<file path="src/mbsp_pkg.sv">
// Package for the MIDI byte stream parser: status codes, state and result types.
// No dependencies; imported by mbsp_decode and the top level.
package mbsp_pkg;

    localparam logic [7:0] ST_NONE      = 8'h00;
    localparam logic [7:0] ST_SYSEX     = 8'hF0;
    localparam logic [7:0] ST_MTC_QF    = 8'hF1;
    localparam logic [7:0] ST_SONG_POS  = 8'hF2;
    localparam logic [7:0] ST_SONG_SEL  = 8'hF3;
    localparam logic [7:0] ST_COMMON_HI = 8'hF6;
    localparam logic [7:0] ST_EOX       = 8'hF7;
    localparam logic [7:0] ST_RT_LO     = 8'hF8;

    localparam logic [3:0] NIB_PROG_CHANGE = 4'hC;
    localparam logic [3:0] NIB_CHAN_PRESS  = 4'hD;

    localparam int unsigned DATA_W = 7;

    // Parser state carried from one word to the next.
    typedef struct packed {
        logic [7:0]        cur_status;
        logic [1:0]        need;
        logic [DATA_W-1:0] held_data;
        logic              holding;
        logic              excl_active;
    } parse_state_t;

    // One completed message.
    typedef struct packed {
        logic              valid;
        logic [7:0]        status;
        logic [DATA_W-1:0] data1;
        logic [DATA_W-1:0] data2;
    } msg_t;

    function automatic logic is_common(input logic [7:0] st);
        return (st >= ST_MTC_QF) && (st <= ST_COMMON_HI);
    endfunction

endpackage

</file>
<file path="src/mbsp_decode.sv">
// Per-word decision logic of the MIDI parser: next state and completed message.
// Depends on mbsp_pkg.
module mbsp_decode (
    input  logic [7:0]           byte_in,
    input  mbsp_pkg::parse_state_t cur,
    output mbsp_pkg::parse_state_t nxt,
    output mbsp_pkg::msg_t       msg
);
    import mbsp_pkg::*;

    always_comb
    begin
        nxt        = cur;
        msg.valid  = 1'b0;
        msg.status = cur.cur_status;
        msg.data1  = '0;
        msg.data2  = '0;
        if (byte_in >= ST_RT_LO)
        begin
            // real-time: pass straight out, state untouched
            msg.valid  = 1'b1;
            msg.status = byte_in;
        end
        else if (cur.excl_active && !byte_in[7])
        begin
            // sysex payload swallowed
        end
        else
        begin
            nxt.excl_active = 1'b0;
            if (byte_in[7])
            begin
                nxt.holding = 1'b0;
                if (byte_in == ST_SYSEX)
                begin
                    nxt.excl_active = 1'b1;
                    nxt.cur_status  = ST_NONE;
                end
                else if (byte_in == ST_EOX)
                begin
                    nxt.cur_status = ST_NONE;
                end
                else if (is_common(byte_in))
                begin
                    nxt.cur_status = byte_in;
                    if (byte_in == ST_SONG_POS)
                        nxt.need = 2'd2;
                    else if (byte_in == ST_MTC_QF || byte_in == ST_SONG_SEL)
                        nxt.need = 2'd1;
                    else
                        nxt.need = 2'd0;
                end
                else
                begin
                    nxt.cur_status = byte_in;
                    if (byte_in[7:4] == NIB_PROG_CHANGE || byte_in[7:4] == NIB_CHAN_PRESS)
                        nxt.need = 2'd1;
                    else
                        nxt.need = 2'd2;
                end
            end
            else if (cur.cur_status == ST_NONE)
            begin
                // data with no status: dropped
            end
            else if (is_common(cur.cur_status))
            begin
                nxt.holding = (cur.need <= 2'd1) ? 1'b0 : !cur.holding;
            end
            else if (cur.need == 2'd1)
            begin
                msg.valid = 1'b1;
                msg.data1 = byte_in[DATA_W-1:0];
            end
            else if (!cur.holding)
            begin
                nxt.held_data = byte_in[DATA_W-1:0];
                nxt.holding   = 1'b1;
            end
            else
            begin
                nxt.holding = 1'b0;
                msg.valid   = 1'b1;
                msg.data1   = cur.held_data;
                msg.data2   = byte_in[DATA_W-1:0];
            end
        end
    end

endmodule

</file>
<file path="src/midi_byte_stream_parser_core.sv">
// MIDI byte stream parser, top level: state register, decode, output + skid stage.
// Depends on mbsp_pkg and mbsp_decode.
// Latency: a completing word shows its message in the cycle after acceptance if the
// output register is free or drains that cycle; otherwise it waits in the skid stage behind a stalled output.
// Throughput: one word per cycle; only the skid stage being full stalls the input.
// Reset (rst_n low, async): no running status, no held byte, no sysex, output empty.
module midi_byte_stream_parser_core (
    input  logic       clk,
    input  logic       rst_n,
    input  logic       in_valid,
    output logic       in_stall,
    input  logic [7:0] midi_byte,
    output logic       out_valid,
    input  logic       out_stall,
    output logic [7:0] status_byte,
    output logic [6:0] first_data,
    output logic [6:0] second_data
);
    import mbsp_pkg::*;

    parse_state_t state_reg, state_next;
    msg_t         dec_msg;
    msg_t         out_reg;
    msg_t         skid_reg;

    logic in_take;
    logic out_take;
    logic new_msg;

    // Stall only when the skid word is occupied; registered, so no path from out_stall.
    assign in_stall = skid_reg.valid;
    assign in_take  = in_valid && !in_stall;
    assign out_take = out_reg.valid && !out_stall;
    assign new_msg  = in_take && dec_msg.valid;

    mbsp_decode u_decode (
        .byte_in (midi_byte),
        .cur     (state_reg),
        .nxt     (state_next),
        .msg     (dec_msg)
    );

    // Parser state advances on every accepted word.
    always_ff @(posedge clk or negedge rst_n)
    begin
        if (!rst_n)
            state_reg <= '0;
        else if (in_take)
            state_reg <= state_next;
    end

    // Output register with a one-word skid behind it.
    always_ff @(posedge clk or negedge rst_n)
    begin
        if (!rst_n)
        begin
            out_reg.valid  <= 1'b0;
            skid_reg.valid <= 1'b0;
        end
        else if (skid_reg.valid)
        begin
            // input is stalled; drain skid into output when it frees up
            if (out_take)
            begin
                out_reg        <= skid_reg;
                skid_reg.valid <= 1'b0;
            end
        end
        else if (new_msg)
        begin
            if (!out_reg.valid || out_take)
                out_reg <= dec_msg;
            else
                skid_reg <= dec_msg;
        end
        else if (out_take)
        begin
            out_reg.valid <= 1'b0;
        end
    end

    assign out_valid   = out_reg.valid;
    assign status_byte = out_reg.status;
    assign first_data  = out_reg.data1;
    assign second_data = out_reg.data2;

endmodule

</file>
<file path="config.mk">
export PLATFORM = sky130hd
export DESIGN_NAME = midi_byte_stream_parser_core
export DESIGN_NICKNAME = d
export VERILOG_FILES = /design/src/mbsp_pkg.sv /design/src/mbsp_decode.sv /design/src/midi_byte_stream_parser_core.sv
export SDC_FILE = /design/constraint.sdc
export NUM_CORES = 1
export LEC_CHECK = 0
export BUFFER_PORTS_ARGS = -buffer_cell sky130_fd_sc_hd__buf_2
export CAP_MARGIN = 20
export CELL_PAD_IN_SITES_DETAIL_PLACEMENT = 1
export CELL_PAD_IN_SITES_GLOBAL_PLACEMENT = 1
export CORE_MARGIN = 2
export CORE_UTILIZATION = 47
export CTS_CLUSTER_SIZE = 8
export DETAILED_ROUTE_END_ITERATION = 12
export PLACE_DENSITY = 0.8
export SLEW_MARGIN = 20
export SYNTH_ARGS = -nofsm -noshare
export SYNTH_HDL_FRONTEND = slang
export SYNTH_SLANG_ARGS = --single-unit
</file>
<file path="constraint.sdc">
create_clock -name clk -period 4.25 [get_ports clk]
set_input_delay 0.425 -clock clk [delete_from_list [all_inputs] [get_ports clk]]
set_output_delay 0.425 -clock clk [all_outputs]
set_load 0.1 [all_outputs]
</file>
==> run summary <==
The fmax is 0.371 GHz. The number of setup violations in the final report is 0. The number of buffers on the longest clock path is 2.

The worst clock skew is 0.00817 ns. The clock latency reported for the late side of the worst-skew pair is 0.35 ns. After detailed routing, the total wire length is 6.97 mm. TritonCTS built the clock tree. The via count of the first global-routing pass came to 2133.

The worst hold path belongs to the class primary input to asynchronous set/reset pin. Setup repair after global routing left no endpoint under its margin. The transition time at the pin with the least slew margin is 0.727 ns.

The number of cells on the worst reg-to-reg path is 5. The number of gates given a new drive strength after cts is 0. The clock transition at the registers of the reported paths is 0.07 ns. The hold violation total from the final report came out at 0. Setup total negative slack on the finished layout was measured at 0 ns. The remaining global-route overflow came out at 0. The total number of vias is 1975. After the first detailed-routing iteration, the DRC count stood at 105. The slowest stage of the critical path is the sky130_fd_sc_hd__nor3_2 cell.

The minimum period implied by the final worst setup slack is 2.70 ns. The post-route clock period utilization came out at 63.5%. The remaining antenna violation count is 0.

Power comes to 1.45 mW. The wire-length estimate of the detail-placed layout is 4.94 mm. The reported leakage power came out at 1.39 nW. The number of different library cells in the post-synthesis netlist came out at 49.

The total count of max-transition violations in the final report came out at 0. The cts-stage hold buffer count came out at 0. The relative max-transition margin came out at 51.3%. The global-route wire length before repair is 11.1 mm. The power density of the placed cells came out at 419 nW/µm². The worst vdd rail ir drop came out at 0.207 mV. The largest fanout of any net on the critical path came out at 14. The post-synthesis instance area is 3070 µm². The critical path goes through nand2b_1 > nand2b_1 > a41oi_1 > nor3_2 > buf_4. The per-cell routed wire length is 20.2 µm. The number of H-tree levels came out at 3.

Across the run, the number of max-cap violations was 0. The die footprint is 7200 µm². The detailed-router iteration count before antenna repair is 4.

The clock sink count is 65. The flow ran to the end, and the final reports show no timing, DRC or antenna violations. On the worst path, the slowest cell contributes a delay of 0.67 ns. The number of setup buffers added after CTS is 0.

The I/O pin count came out at 36. The net count after synthesis came out at 240. The area growth from synthesis to layout is 12.5%. The worst setup path is launched from a flop. The number of synthesized flops with an enable pin came out at 44. The synthesized netlist cell count came out at 228.

The number of antenna violations at the first check in global routing came out at 0. The number of fillers in the final layout came out at 668. The effective utilization at floorplan is 48.4%.

The site row count is 29. The area taken by flip-flops and latches came out at 1850 µm². The yosys synthesis warning count came out at 0. The worst hold slack across all endpoints came out at 0.0629 ns. The cell sitting at the root of the clock tree is a sky130_fd_sc_hd__clkbuf_8. The required time of the worst setup path came out at 4.29 ns. For this run, design rule violations remaining after detail routing come to 0. The core area came out at 6350 µm². The arrival time reported for the critical path endpoint came out at 2.74 ns. In the final layout, the multi-input gates occupy 1150 µm². STA classifies the critical path endpoint as a flop. The number of I/O port buffers is 35.

From left edge to right edge, the die measures 84.8 µm. The number of diodes added for antenna fixing came out at 0. The overall routing resource usage came out at 20.8%. The largest net degree at the start of global routing came out at 25. In the final design database the tool counted 277 nets.

The average vias per placed instance came out at 5.71. Of the cells placed in the final design, the portion with a size suffix greater than 1 is 33.5%. The primary flip-flop cell chosen by synthesis mapping is sky130_fd_sc_hd__edfxtp_1. The mean post-synth cell area is 13.5 µm².

The dominant cell type by count on the critical path is sky130_fd_sc_hd__nand2b_1. The sequential fraction of the synthesis area is 60.1%. The vertical extent of the die came out at 84.8 µm. The register with the most flip-flops in the layout has 22 of them. After synthesis, the share of flip-flops with an asynchronous set or reset is 32.3%. The type of the worst setup path is flop to flop. The number of buffers inserted during clock tree synthesis came out at 9. The synthesis-stage register bit count came out at 65. Routability-driven placement finished with a final weighted congestion of 0.868.
metrics by stage:
step / area, µm² / utilization, % / worst slack [ns] / std cells
floorplan: 3070 / - / 0.807 / 228
global placement: 3300 / 51.9 / 1.59 / 331
detailed placement: 3300 / 51.9 / 1.49 / 331
CTS: 3450 / 54.3 / 1.51 / 346
global route: 3460 / 54.4 / 1.32 / 346
finish: 3460 / 54.4 / 1.55 / 346
final cells by class:
type                    count  share of cell area [%]
flip-flops and latches     65                    53.4
multi-input cells         147                    33.4
repair buffers             37                    5.50
clock buffers              10                    3.69
well taps                  77                    2.79
clock inverters             5                   0.688
inverters                   5                   0.543
cells in the mapped netlist, drive strengths merged (2+ instances only):
master  number  share of area (%)
edfxtp      44                 43
nand2       22                2.9
dfrtp       21                 17
mux2        19                7.5
o21ai       13                2.1
nand2b      10                2.0
nor2        10                1.2
o31ai        9                3.3
and2         7                1.5
mux2i        7                2.3
a21oi        6                1.5
buf          6                1.6
nand3        6               0.98
or2b         6                1.5
a22o         5                1.6
clkbuf       5               0.61
inv          5               0.61
nor3         4               0.81
nand4        3                1.6
nor2b        3               0.61
a21o         2               0.53
and4         2               0.57
nor4         2                1.1
layout by cell type, fill, tap and decap left out, types with 3 or more instances in the layout:
cell type,netlist,layout
sky130_fd_sc_hd__edfxtp_1,44,44
sky130_fd_sc_hd__nor2b_1,3,3
sky130_fd_sc_hd__o31ai_1,4,4
sky130_fd_sc_hd__clkinv_1,0,3
sky130_fd_sc_hd__clkbuf_8,0,9
sky130_fd_sc_hd__nand2b_1,10,10
sky130_fd_sc_hd__a22o_2,4,4
sky130_fd_sc_hd__dfrtp_1,21,21
sky130_fd_sc_hd__mux2_4,4,4
sky130_fd_sc_hd__a21oi_1,4,4
sky130_fd_sc_hd__nand3_1,6,6
sky130_fd_sc_hd__or2b_1,5,5
sky130_fd_sc_hd__and2_1,6,6
sky130_fd_sc_hd__inv_1,5,5
sky130_fd_sc_hd__mux2i_1,7,7
sky130_fd_sc_hd__nand2_1,21,21
sky130_fd_sc_hd__mux2_2,15,15
sky130_fd_sc_hd__o21ai_0,13,12
sky130_fd_sc_hd__buf_2,1,35
sky130_fd_sc_hd__o31ai_2,4,4
sky130_fd_sc_hd__nor2_1,10,10
logic make-up after synthesis:
kind of cell    share of synthesized area [%]
buf+inv                                  2.85
mux                                      9.74
simple gates                             16.7
flops                                    60.1
compound gates                           10.6
power by group:
| part | switching [mW] | leakage, nW | internal [mW] |
|---|---|---|---|
| combinational | 0.158 | 0.642 | 0.0891 |
| clock | 0.233 | 0.0746 | 0.201 |
| sequential | 0.0376 | 0.672 | 0.728 |
| total | 0.429 | 1.39 | 1.02 |
critical path, delay by kind of cell (launching register included):
family	cells	cell delay, ns
simple gates	3	1.32
compound gates	1	0.30
flops	1	0.42
buf+inv	1	0.35
per-layer routing:
metal | part of all wire, % | GRT usage (%)
met2 | 51 | 34.5
met5 | 0 | 0
met1 | 44 | 26.4
met3 | 3.8 | 4.86
met4 | 1.6 | 8.51
final timing paths:
check / start / to / slack (ns)
max: state_reg[10] / skid_reg[5] / 1.55
min: rst_n / state_reg[2] / 0.06
max reg2reg: state_reg[10] / skid_reg[5] / 1.55
min reg2reg: state_reg[5] / state_reg[5] / 0.52
max in group asynchronous: rst_n / state_reg[13] / 3.82
min in group clk: out_stall / out_valid / 0.38
Power figures use the tool's default switching activity.
